$ cat src/hdl/uvs_pkg.sv
// Package for the UV sphere vertex generator: widths, item structs, CORDIC
// constants and register codes. No dependencies.
package uvs_pkg;

  localparam int FW   = 9;   // grid field / register width
  localparam int IW   = 17;  // vertex index width
  localparam int DIVW = 41;  // widest dividend: column << 32 plus half divisor
  localparam int XW   = 33;  // CORDIC datapath width (Q2.30 plus headroom)
  localparam int ATAN_N = 24;

  localparam logic signed [XW-1:0] CORDIC_GAIN = XW'(652032874);

  typedef enum logic [0:0] {
    REG_LON = 1'b0,
    REG_LAT = 1'b1
  } cfg_reg_t;

  typedef struct packed {
    logic [FW-1:0] col;
    logic [FW-1:0] row;
    logic          quad_valid;
    logic [IW-1:0] a0;
    logic [IW-1:0] a1;
    logic [IW-1:0] a2;
    logic [IW-1:0] b2;
  } grid_item_t;

  typedef struct packed {
    logic       valid;
    grid_item_t item;
  } push_t;

  localparam logic [31:0] ATAN_TURNS [ATAN_N] = '{
    32'h20000000, 32'h12E4051E, 32'h09FB385B, 32'h051111D4,
    32'h028B0D43, 32'h0145D7E1, 32'h00A2F61E, 32'h00517C55,
    32'h0028BE53, 32'h00145F2F, 32'h000A2F98, 32'h000517CC,
    32'h00028BE6, 32'h000145F3, 32'h0000A2FA, 32'h0000517D,
    32'h000028BE, 32'h0000145F, 32'h00000A30, 32'h00000518,
    32'h0000028C, 32'h00000146, 32'h000000A3, 32'h00000051
  };

endpackage

$ cat src/hdl/uvs_if.sv
// Valid/ready channel interfaces for grid points and vertex results.
// Depends on uvs_pkg for field widths.
interface uvs_in_if import uvs_pkg::*; ();
  logic          valid;
  logic          ready;
  logic [FW-1:0] column;
  logic [FW-1:0] row;
  modport source (output valid, column, row, input ready);
  modport sink   (input valid, column, row, output ready);
endinterface


$ cat src/hdl/uvs_front.sv
// Front end: takes a grid point, clamps it and works out quad indices.
// Depends on uvs_pkg and uvs_in_if.
module uvs_front import uvs_pkg::*; (
  input  logic          clk,
  input  logic          rst_n,
  uvs_in_if.sink        in_ch,
  input  logic [FW-1:0] n_eff,
  input  logic [FW-1:0] m_eff,
  output push_t         push,
  input  logic          push_ready
);
  logic       fv_r, fv_nxt;
  grid_item_t fi_r, fi_nxt;
  logic       take;

  logic [FW-1:0] col, row;
  logic [FW:0]   w;
  logic [19:0]   here, below;

  assign in_ch.ready = !fv_r || push_ready;
  assign take        = in_ch.valid && in_ch.ready;

  always_comb begin
    col   = (in_ch.column > n_eff) ? n_eff : in_ch.column;
    row   = (in_ch.row > m_eff) ? m_eff : in_ch.row;
    w     = {1'b0, n_eff} + (FW+1)'(1);
    here  = 20'(row * w) + 20'(col);
    below = here + 20'(w);
    fi_nxt.col        = col;
    fi_nxt.row        = row;
    fi_nxt.quad_valid = (col < n_eff) && (row < m_eff);
    fi_nxt.a0 = fi_nxt.quad_valid ? below[IW-1:0] : '0;
    fi_nxt.a1 = fi_nxt.quad_valid ? here[IW-1:0] : '0;
    fi_nxt.a2 = fi_nxt.quad_valid ? IW'(here + 20'd1) : '0;
    fi_nxt.b2 = fi_nxt.quad_valid ? IW'(below + 20'd1) : '0;
    fv_nxt = take ? 1'b1 : (push_ready ? 1'b0 : fv_r);
  end

  always_ff @(posedge clk) begin
    if (!rst_n) begin
      fv_r <= 1'b0;
    end else begin
      fv_r <= fv_nxt;
    end
    if (take) begin
      fi_r <= fi_nxt;
    end
  end

  assign push.valid = fv_r;
  assign push.item  = fi_r;
endmodule

$ cat src/flat_wrapper.sv
// flat-port wrapper written by rule: the top's interface ports become plain ports
module uvs_front_flat import uvs_pkg::*;
  (clk, rst_n, n_eff, m_eff, push, push_ready, in_ch_valid, in_ch_column, in_ch_row, in_ch_ready);
  uvs_in_if in_ch_i ();
  input  logic clk;
  input  logic rst_n;
  input  logic [FW-1:0] n_eff;
  input  logic [FW-1:0] m_eff;
  output push_t push;
  input  logic push_ready;
  input wire logic [$bits(in_ch_i.valid)-1:0] in_ch_valid;
  input wire logic [$bits(in_ch_i.column)-1:0] in_ch_column;
  input wire logic [$bits(in_ch_i.row)-1:0] in_ch_row;
  output wire logic [$bits(in_ch_i.ready)-1:0] in_ch_ready;
  assign in_ch_i.valid = in_ch_valid;
  assign in_ch_i.column = in_ch_column;
  assign in_ch_i.row = in_ch_row;
  assign in_ch_ready = in_ch_i.ready;
  uvs_front u_core (.clk(clk), .rst_n(rst_n), .in_ch(in_ch_i), .n_eff(n_eff), .m_eff(m_eff), .push(push), .push_ready(push_ready));
endmodule
$ cat config.mk
export PLATFORM = sky130hd
export DESIGN_NAME = uvs_front_flat
export DESIGN_NICKNAME = d
export VERILOG_FILES = /design/src/hdl/uvs_pkg.sv /design/src/hdl/uvs_if.sv /design/src/hdl/uvs_front.sv /design/src/flat_wrapper.sv
export SDC_FILE = /design/constraint.sdc
export NUM_CORES = 1
export LEC_CHECK = 0
export BUFFER_PORTS_ARGS = -buffer_cell sky130_fd_sc_hd__buf_2
export CAP_MARGIN = 20
export CORE_MARGIN = 10
export CORE_UTILIZATION = 55
export DETAILED_ROUTE_END_ITERATION = 8
export GPL_TIMING_DRIVEN = 0
export PLACE_DENSITY = 0.82
export SYNTH_ARGS = -nofsm -noshare
export SYNTH_HDL_FRONTEND = slang
export SYNTH_SLANG_ARGS = --single-unit
$ cat constraint.sdc
create_clock -name clk -period 14.65 [get_ports clk]
set_clock_uncertainty 0.05 [all_clocks]
set_input_delay 3.6625 -clock clk [delete_from_list [all_inputs] [get_ports clk]]
set_output_delay 3.6625 -clock clk [all_outputs]
set_load 0.01 [all_outputs]
==> impl_metrics.tcl <==
set metrics [dict create \
    grt_pass1_wl_um 33300 \
    critPathBufInv 8 \
    fin_nets 1167 \
    grt_usage_pct 20.3 \
    rows 44 \
    cp.arrival_ns 12.99 \
    drt_wl_total_um 20000 \
    cp_top_family "adder cells" \
    gp_congestion 0.886 \
    synth_area_um2 8250 \
    drive_above_1_share_pct 17.1 \
    tightest_slew_ns 0.866 \
    crit_fanout 10 \
    drt_iter0_markers 562 \
    wl_per_cell_um 17.2 \
    finalHoldViolations 0 \
    grt_setup_unrepaired "no" \
    finalCritPeriodShare_pct 88.4 \
    synth_top_cell_by_area "edfxtp_1" \
    detailed_place_hpwl_um 16200 \
    hold_class "reg -> reg" \
    outcome "finished clean" \
    path_depth 35 \
    htreeDepth 3 \
    antenna_cells 0 \
    synthToLayoutAreaGrowth_pct 14.2 \
    cts_buffer_depth 2 \
    viasPerCell 5.61 \
    critPathRequiredTime_ns 14.70 \
    dr_total_vias 6514 \
    post-synth-top-count-cell "nor2_1" \
    cpMaxStageDelayCell "nor4_1" \
    crit_path_end_kind "flip-flop" \
    avgSynthCellArea_um2 9.92 \
    setup_viol 0 \
    clock_latency_ns 0.34 \
    post-route-min-period_ns 12.95 \
    synthDistinctLibCells 60 \
    crit_path_frequent_cell "inv_1" \
    critPathKind "in -> reg" \
    fmax_ghz 0.0772 \
    overflow 0 \
    firstDrtPassIters 6 \
    cts_setup_buffers 0 \
    hold_depth 2 \
    syn_inst 832 \
    drc_errors 0 \
    setup_tns_ns 0 \
    grt_antenna_before_repair 0 \
    cts_tree "built" \
    critPathLaunchType "input port" \
    detail-route-antenna-nets 0 \
    final_util_pct 64.4 \
    path_clk_slew_ns 0.07 \
    async_flop_share_pct 0 \
    die_h_um 143 \
    cts_root_buffer "clkbuf_16" \
    synth_common_cells "126 x nor2_1, 106 x inv_1, 93 x ha_1, 87 x edfxtp_1, 62 x fa_1" \
    slew_headroom_pct 42.2 \
    grt_pass1_vias 6797 \
    ys.flop_type "edfxtp_1" \
    place_inst 1145 \
    reg2reg_slack_ns 13.06 \
    max-cap-violations 0 \
    synthesis.nets 1027 \
    slowest_delay_ns 0.68 \
    n_fill_cell 1183 \
    die_w_um 143 \
    synth_edf_count 87 \
    post_cts_resized 0 \
    whs_ns 0.490 \
    cts_hold_buf 0 \
    die_area_um2 20300 \
    grt_max_degree 54 \
    layoutNonFillerInstCount 1161 \
    io_buffer_count 128 \
    slew_violations 0 \
    synthTopCellsByArea "edfxtp_1 32%, fa_1 15%, ha_1 14%" \
    clkSinkCount 88 \
    ys_warn_count 0 \
    numCtsBuffers 9 \
    start_util_pct 56.4 \
    ioPinCount 129 \
    synth_seq_cells 88 \
    ff2ff_path_depth 3 \
    yosysTopAreaCellShare_pct 31.7 \
    core_area_um2 14600 \
    ys_seq_area_share_pct 31.9 \
]
-- placed cells by master (no fill, tap or decap), types with 2 or more instances in the layout --
| cell | instances |
|---|---|
| buf_2 | 128 |
| nor2_1 | 126 |
| inv_1 | 106 |
| ha_1 | 93 |
| edfxtp_1 | 87 |
| fa_1 | 62 |
| nand2_1 | 55 |
| xnor2_1 | 38 |
| a21oi_1 | 31 |
| nand3_1 | 28 |
| xor2_1 | 26 |
| and3_1 | 18 |
| a21o_1 | 14 |
| and2_1 | 14 |
| nor3_1 | 13 |
| clkbuf_1 | 13 |
| o21ai_0 | 11 |
| clkbuf_16 | 9 |
| nand4_1 | 8 |
| o21a_1 | 7 |
| nor2b_1 | 6 |
| nor4_1 | 6 |
| mux2i_1 | 6 |
| mux2_2 | 5 |
| nand2b_1 | 4 |
| o211ai_1 | 4 |
| a31oi_1 | 4 |
| clkinv_1 | 3 |
| or3_1 | 3 |
| a31o_2 | 3 |
| o31a_1 | 3 |
| o21bai_1 | 2 |
| a211oi_1 | 2 |
| a21boi_0 | 2 |
| nand4b_1 | 2 |
| clkinvlp_4 | 2 |
| clkinv_2 | 2 |
-- stage by stage --
| step | cell area, um^2 | worst slack, ns |
|---|---|---|
| 2_1_floorplan | 8250 | 3.02 |
| 3_3_place_gp | 9130 | 1.58 |
| 3_5_place_dp | 9160 | 1.48 |
| 4_1_cts | 9430 | 1.82 |
| 5_1_grt | 9430 | 1.03 |
| 6_report | 9430 | 1.70 |
-- layout make-up --
cell class / count / area, um^2 / area share, %
multi-input cells: 621 / 5160 / 54.7
clock buffers: 10 / 229 / 2.43
clock inverters: 6 / 45.0 / 0.478
inverters: 109 / 409 / 4.34
well taps: 184 / 230 / 2.44
plain buffers: 14 / 56.3 / 0.597
repair buffers: 129 / 668 / 7.09
flip-flops and latches: 88 / 2630 / 27.9
-- sequential cells by signal (all words and copies together), names as in the netlist --
register	flops
u_core.push	87
u_core.fv_r	1
-- path summary, 6_finish.rpt --
check	startpoint	endpoint
max	m_eff[3]	u_core.push[16]
min	u_core.fv_r	u_core.fv_r
max reg2reg	u_core.fv_r	u_core.push[78]
min reg2reg	u_core.fv_r	u_core.fv_r
-- kinds of logic after synthesis --
family / synth area share, %
AOI/OAI and AO/OA: 7.93
xor gates and xnor gates: 7.26
adders and majority gates: 29.1
buffers and inverters: 5.64
DFF: 31.9
muxes: 1.41
and+or+nand+nor: 16.7
-- worst min-delay path: stages, from the launching register on --
cell      delay (ns)
dfxtp_1         0.31
nand2b_1        0.10
a21boi_0        0.08
-- per-layer routing --
metal | GRT usage, % | routed length (um)
met3 | 4.37 | 1400
met5 | 0 | 0
met4 | 7.87 | 522
met2 | 36.1 | 10200
met1 | 23.5 | 7930
Power is left out: the tool's default activity adds up to more than one toggle a clock period on the data nets, which glitch-free logic cannot reach.
