$ cat src/hdl/uvs_pkg.sv
// Package for the UV sphere vertex generator: widths, item structs, CORDIC
// constants and register codes. No dependencies.
package uvs_pkg;

  localparam int FW   = 9;   // grid field / register width
  localparam int IW   = 17;  // vertex index width
  localparam int DIVW = 41;  // widest dividend: column << 32 plus half divisor
  localparam int XW   = 33;  // CORDIC datapath width (Q2.30 plus headroom)
  localparam int ATAN_N = 24;

  localparam logic signed [XW-1:0] CORDIC_GAIN = XW'(652032874);

  typedef enum logic [0:0] {
    REG_LON = 1'b0,
    REG_LAT = 1'b1
  } cfg_reg_t;

  typedef struct packed {
    logic [FW-1:0] col;
    logic [FW-1:0] row;
    logic          quad_valid;
    logic [IW-1:0] a0;
    logic [IW-1:0] a1;
    logic [IW-1:0] a2;
    logic [IW-1:0] b2;
  } grid_item_t;

  typedef struct packed {
    logic       valid;
    grid_item_t item;
  } push_t;

  localparam logic [31:0] ATAN_TURNS [ATAN_N] = '{
    32'h20000000, 32'h12E4051E, 32'h09FB385B, 32'h051111D4,
    32'h028B0D43, 32'h0145D7E1, 32'h00A2F61E, 32'h00517C55,
    32'h0028BE53, 32'h00145F2F, 32'h000A2F98, 32'h000517CC,
    32'h00028BE6, 32'h000145F3, 32'h0000A2FA, 32'h0000517D,
    32'h000028BE, 32'h0000145F, 32'h00000A30, 32'h00000518,
    32'h0000028C, 32'h00000146, 32'h000000A3, 32'h00000051
  };

endpackage

$ cat src/hdl/uvs_fifo.sv
// Short queue between front and back end, four items deep.
// Depends on uvs_pkg.
module uvs_fifo import uvs_pkg::*; (
  input  logic       clk,
  input  logic       rst_n,
  input  push_t      push,
  output logic       push_ready,
  output logic       pop_valid,
  output grid_item_t pop_item,
  input  logic       pop
);
  grid_item_t  mem_r [4];
  logic [1:0]  wp_r, wp_nxt, rp_r, rp_nxt;
  logic [2:0]  cnt_r, cnt_nxt;
  logic        do_push, do_pop;

  assign push_ready = (cnt_r != 3'd4);
  assign pop_valid  = (cnt_r != 3'd0);
  assign pop_item   = mem_r[rp_r];
  assign do_push    = push.valid && push_ready;
  assign do_pop     = pop && pop_valid;

  always_comb begin
    wp_nxt  = do_push ? wp_r + 2'd1 : wp_r;
    rp_nxt  = do_pop ? rp_r + 2'd1 : rp_r;
    cnt_nxt = cnt_r + (do_push ? 3'd1 : 3'd0) - (do_pop ? 3'd1 : 3'd0);
  end

  always_ff @(posedge clk) begin
    if (!rst_n) begin
      wp_r  <= '0;
      rp_r  <= '0;
      cnt_r <= '0;
    end else begin
      wp_r  <= wp_nxt;
      rp_r  <= rp_nxt;
      cnt_r <= cnt_nxt;
    end
    if (do_push) begin
      mem_r[wp_r] <= push.item;
    end
  end
endmodule

$ cat config.mk
export PLATFORM = sky130hd
export DESIGN_NAME = uvs_fifo
export DESIGN_NICKNAME = d
export VERILOG_FILES = /design/src/hdl/uvs_pkg.sv /design/src/hdl/uvs_fifo.sv
export SDC_FILE = /design/constraint.sdc
export NUM_CORES = 1
export LEC_CHECK = 0
export BUFFER_PORTS_ARGS = -buffer_cell sky130_fd_sc_hd__buf_4
export CAP_MARGIN = 20
export CORE_ASPECT_RATIO = 0.9
export CORE_MARGIN = 2
export CORE_UTILIZATION = 57
export DETAILED_ROUTE_END_ITERATION = 7
export PLACE_DENSITY = 0.87
export SLEW_MARGIN = 20
export SYNTH_ARGS = -nofsm -noshare
export SYNTH_HDL_FRONTEND = slang
export SYNTH_SLANG_ARGS = --single-unit
$ cat constraint.sdc
create_clock -name clk -period 3.85 [get_ports clk]
set_input_delay 0.5775 -clock clk [delete_from_list [all_inputs] [get_ports clk]]
set_output_delay 0.5775 -clock clk [all_outputs]
set_load 0.03 [all_outputs]
==> flow_summary.json, run 1 <==
{
  "layout_min_cycle_time_ns": 3.02,
  "setup_tns_ns": 0,
  "grt.busiest_layer": "met2",
  "netlist_instances": 503,
  "gp_congestion": 0.740,
  "seq_area_sq_um": 10600,
  "row_count": 52,
  "whs_ns": 0.275,
  "synth_top_area_cell": "edfxtp_1",
  "grt_use_total_pct": 20.6,
  "synthFlopType": "edfxtp_1",
  "die_h_um": 147,
  "p_leak_uw": 0.00534,
  "avgRoutedWirePerCell_um": 23.6,
  "grt-ovfl-total": 0,
  "start_util_pct": 58.0,
  "mostFrequentLayoutCells": "edfxtp_1 (348), buf_4 (182), mux4_2 (87), clkbuf_16 (37), clkbuf_1 (12)",
  "grt_pass1_vias": 6440,
  "synthArstFlopShare_pct": 0,
  "seq_area_frac_synth_pct": 81.6,
  "clock_skew_ns": 0.0128,
  "period_share_pct": 78.5,
  "path_buf_inv": 2,
  "synth_top_cell_area_share_pct": 80.2,
  "syn_area_sq_um": 13000,
  "drv_slew": 0,
  "cts_sinks": 357,
  "drt_iter0_markers": 568,
  "grt_pass1_wl_mm": 37.2,
  "ioPinCount": 180,
  "clkLatencyLatePin_ns": 0.50,
  "setup_viol": 0,
  "synth_fp_nets": 601,
  "ys.warnings.count": 0,
  "worstPathArrival_ns": 2.45,
  "cts_root_buf": "clkbuf_16",
  "routed_via_density": 5.76,
  "n_antenna_cell": 0,
  "critPathCaptureType": "primary output",
  "grt_max_degree": 47,
  "layout-drive-gt1-share_pct": 44.7,
  "antenna_found_initial": 0,
  "cts_made_buffers": 36,
  "cpLargestDelayFamily": "flip-flops",
  "clk_path_buf_depth": 3,
  "ys_ff_latch": 357,
  "nets": 806,
  "worst_ep_required_time_ns": 3.27,
  "post_cts_resized": 0,
  "maxCapViolCount": 0,
  "use_met2_pct": 32.7,
  "rsz0062_at_grt": "false",
  "start_kind": "flip-flop",
  "multi_input_area_sq_um": 2240,
  "ys_top_cells_by_area": "edfxtp_1 (80%), mux4_2 (15%), dfxtp_1 (1.4%)",
  "core_sq_um": 22400,
  "power_uw": 11300,
  "drc_errors": 0,
  "dpl.hpwl_mm": 14.6,
  "ir_worst_vdd_v": 0.000462,
  "vias": 5942,
  "die-area_sq_um": 24100,
  "worst_path_max_delay_cell": "dfxtp_4",
  "outcome": "finished clean",
  "cts_tree": "yes",
  "p_per_area_nw_per_um2": 710,
  "use_met1_pct": 28.0,
  "yosysUniqueCellTypes": 21,
  "area_growth_pct": 22.0,
  "clock.fmax_mhz": 331,
  "path_class": "flip-flop to primary output",
  "postCtsHoldBufs": 0,
  "fillers": 1313,
  "cts_setup_buffers": 0,
  "hold_class": "input pin to flip-flop",
  "synth_edf_count": 348,
  "hold_violations": 0,
  "cp_common_cell": "buf_4",
  "clk_pin_slew_worst_paths_ns": 0.06,
  "avgSynthCellArea_sq_um": 25.9,
  "die_x_um": 163,
  "drtPass1Iterations": 4,
  "port-buffer-count": 179,
  "drt-total-wl_mm": 24.3,
  "final_common_cell": "edfxtp_1",
  "path_max_fanout": 29,
  "met3_usage_pct": 6.90,
  "max_slew_margin_pct": 52.7,
  "cpPeakStageDelay_ns": 0.71,
  "h-tree-depth": 2,
  "worst_pin_slew_ns": 0.709,
  "ant_nets": 0,
  "path_cells": "buf_4 > mux4_2 > buf_4"
}
-- worst register-to-register path: stages (launching register included) --
cell and delay, ns:
dfxtp_1 0.46, nor2_1 0.10, a21boi_1 0.53, inv_1 0.11, ha_1 0.31, inv_1 0.05
ha_1 0.13, inv_1 0.05, fa_1 0.40, xnor2_1 0.15, xnor2_1 0.13, and2_1 0.15
-- state kept, by name (all words and copies together) (netlist names), named ones only --
name and cells:
cnt_r 3, mem_r 348, wp_r 2, rp_r 2
-- cell usage after synthesis (all sizes together) (2+ instances only) --
cell type,instances
and2,7
ha,6
inv,5
mux4,87
nand2,5
mux2i,2
edfxtp,348
xnor2,4
nor2b,3
dfxtp,9
buf,15
clkbuf,6
-- power breakdown --
group	switching (uW)	leakage, uW	internal (uW)
clock	1330	0.000556	2010
combinational	1720	0.00152	1300
sequential	210	0.00326	4710
total	3260	0.00534	8020
-- cell type report --
cell class	count	share of cell area [%]
Clock buffer	51	6.28
Tap cell	297	2.34
Multi-Input combinational cell	120	14.1
Clock inverter	13	0.890
Inverter	5	0.118
Sequential cell	357	66.9
Timing Repair Buffer	188	9.35
-- cells by family (layout without fill, tap and decap cells) --
logic type	Yosys count	count (layout)	synth area share, %
DFF	357	357	81.6
muxes	89	89	15.2
buffers and inverters	26	257	1.29
and+or+nand+nor	17	17	0.701
adders and majority gates	7	7	0.730
xor gates and xnor gates	4	4	0.269
AOI/OAI and AO/OA	3	3	0.192
-- per-stage QoR --
stage	setup WS [ns]	area (sq um)	utilization, %	instances
floorplan	0.360	13000	-	503
global placement	1.18	14800	65.7	967
detailed placement	1.06	14800	65.7	967
CTS	0.719	15900	70.8	1031
global route	0.615	15900	70.8	1031
finish	0.827	15900	70.8	1031
-- final timing paths --
| kind | from | endpoint | slack [ns] | cells after the start |
|---|---|---|---|---|
| worst max-delay path | flip-flop | pop_item[65] | 0.83 | 3 |
| worst min register to register | wp_r[1] | wp_r[1] | 0.53 | 2 |
| worst max register to register | cnt_r[1] | cnt_r[2] | 1.17 | 11 |
| worst min-delay path | push[9] | mem_r[0][9] | 0.27 | 1 |
-- layer usage --
layer,vias to the layer above,routed length [um]
met5,-,0
met4,0,456
met3,37,2280
met2,231,12000
met1,3112,9620
li1,2562,-
(Power assumes the default switching activity.)
==> inputs of run 2 (changes only) <==
--- a/config.mk
+++ b/config.mk
@@ -9,9 +9,9 @@
 export CAP_MARGIN = 20
 export CORE_ASPECT_RATIO = 0.9
 export CORE_MARGIN = 2
-export CORE_UTILIZATION = 57
+export CORE_UTILIZATION = 51
 export DETAILED_ROUTE_END_ITERATION = 7
-export PLACE_DENSITY = 0.87
+export PLACE_DENSITY = 0.83
 export SLEW_MARGIN = 20
 export SYNTH_ARGS = -nofsm -noshare
 export SYNTH_HDL_FRONTEND = slang
==> constraint.sdc (replaced) <==
create_clock -name clk -period 2.5 [get_ports clk]
set_input_delay 0.375 -clock clk [delete_from_list [all_inputs] [get_ports clk]]
set_output_delay 0.375 -clock clk [all_outputs]
set_load 0.03 [all_outputs]
==> run 2 against run 1 <==
Effect of this change: count of clock-buffer cells in the layout is 8 lower; via count is 1.1% higher; die area is 11% higher; sequential share of layout area is 1.1 points lower; clock power is 45% higher; worst setup slack worse by 0.67 ns; total power is 54% higher; critical endpoint is now pop_item[57].
==> flow_summary.json, run 2 (synthesized netlist as in run 1, its figures left out) <==
{
  "layout-drive-gt1-share_pct": 45.9,
  "ant_nets": 0,
  "maxCapViolCount": 0,
  "clock.fmax_mhz": 427,
  "path_max_fanout": 17,
  "drv_slew": 0,
  "clk_pin_slew_worst_paths_ns": 0.06,
  "drc_errors": 0,
  "outcome": "finished clean",
  "n_antenna_cell": 0,
  "grt_pass1_wl_mm": 37.7,
  "path_cells": "buf_12 > buf_12 > mux4_2 > buf_4",
  "setup_viol": 0,
  "layout_min_cycle_time_ns": 2.34,
  "grt_max_degree": 42,
  "critPathCaptureType": "primary output",
  "final_common_cell": "edfxtp_1",
  "worst_path_max_delay_cell": "mux4_2",
  "dpl.hpwl_mm": 15.4,
  "drt_iter0_markers": 489,
  "avgRoutedWirePerCell_um": 22.7,
  "setup_tns_ns": 0,
  "hold_class": "input pin to flip-flop",
  "nets": 826,
  "grt_pass1_vias": 6493,
  "largest_reg_flops": 348,
  "cts_made_buffers": 36,
  "row_count": 55,
  "cts_sinks": 357,
  "rsz0062_at_grt": "false",
  "dp_cells": 1026,
  "drtPass1Iterations": 5,
  "port-buffer-count": 179,
  "antenna_found_initial": 0,
  "period_share_pct": 93.7,
  "clkLatencyLatePin_ns": 0.51,
  "p_per_area_nw_per_um2": 1080,
  "cpPeakStageDelay_ns": 0.56,
  "path_class": "flip-flop to primary output",
  "path_buf_inv": 3,
  "area_growth_pct": 24.0,
  "drt-total-wl_mm": 24.8,
  "clock_skew_ns": 0.0152,
  "clk_path_buf_depth": 3,
  "routed_via_density": 5.50,
  "gp_congestion": 0.764,
  "worst_ep_required_time_ns": 2.12,
  "regMostFlops": "mem_r",
  "reg_top3": "mem_r (348), cnt_r (3)",
  "worst_pin_slew_ns": 0.529,
  "max_slew_margin_pct": 64.7,
  "cpLargestDelayFamily": "multiplexers",
  "grt-ovfl-total": 0,
  "final_cells": 1093,
  "vias": 6007,
  "mostFrequentLayoutCells": "edfxtp_1 (348), buf_4 (190), mux4_2 (87), clkbuf_16 (36), buf_12 (18)",
  "worstPathArrival_ns": 1.97,
  "die_h_um": 156,
  "hold_violations": 0,
  "start_kind": "flip-flop",
  "cts_tree": "yes",
  "die_x_um": 172,
  "cts_root_buf": "clkbuf_16",
  "ioPinCount": 180,
  "die-area_sq_um": 26800,
  "grt_use_total_pct": 19.0,
  "p_leak_uw": 0.00544,
  "fillers": 1622,
  "reg2reg_slack_ns": 0.19,
  "h-tree-depth": 2,
  "ir_worst_vdd_v": 0.000795,
  "cp_common_cell": "buf_12",
  "start_util_pct": 51.9,
  "core_sq_um": 25100
}
[run 2: worst paths after layout]
kind	depth (start not counted)	to	start
max reg2reg	11	cnt_r[2]	cnt_r[1]
min reg2reg	2	wp_r[0]	wp_r[0]
max	4	pop_item[57]	flip-flop
min	1	mem_r[3][66]	push[66]
[run 2: timing repair]
action | 4_1_cts | 5_1_grt
hold endpoints to repair | 0 | 0
hold buffers | 0 | 0
endpoints found under the setup margin | 66 | 1
buffers inserted | 6 | 0
resized for setup | 0 | 1
[run 2: layer usage]
| metal | up-vias | share of wire (%) | track usage, % |
|---|---|---|---|
| met4 | 0 | 1.9 | 4.76 |
| met2 | 238 | 50 | 31.3 |
| li1 | 2600 | - | - |
| met1 | 3127 | 40 | 25.6 |
| met3 | 42 | 8.9 | 4.97 |
| met5 | - | 0 | 0 |
[run 2: final cells by class]
type | count | area, sq um | area share (%)
flip-flops and latches | 357 | 10600 | 65.9
multi-input cells | 120 | 2240 | 13.8
repair buffers | 208 | 1790 | 11.1
clock buffers | 43 | 927 | 5.74
well taps | 342 | 428 | 2.65
clock inverters | 18 | 120 | 0.743
inverters | 5 | 18.8 | 0.116
[run 2: through the flow]
| stage | worst slack, ns | instance area [sq um] | hold slack, ns | total power (uW) | util (%) |
|---|---|---|---|---|---|
| 6_report | 0.158 | 16200 | 0.0588 | 17400 | 64.3 |
| 5_1_grt | 0.0175 | 16200 | 0.0362 | 18100 | 64.3 |
| 4_1_cts | 0.0764 | 16200 | 0.0383 | 17600 | 64.3 |
| 3_5_place_dp | 0.0966 | 15000 | 0.505 | 12600 | 59.9 |
| 3_3_place_gp | 0.290 | 15000 | 0.474 | 12500 | 59.9 |
| 2_1_floorplan | 0.0356 | 13000 | 0.468 | 10800 | - |
[run 2: where the power goes]
part,internal [uW],total (uW),switching (uW)
clock,2740,4830,2090
combinational,2250,5090,2830
sequential,7250,7450,201
total,12200,17400,5120
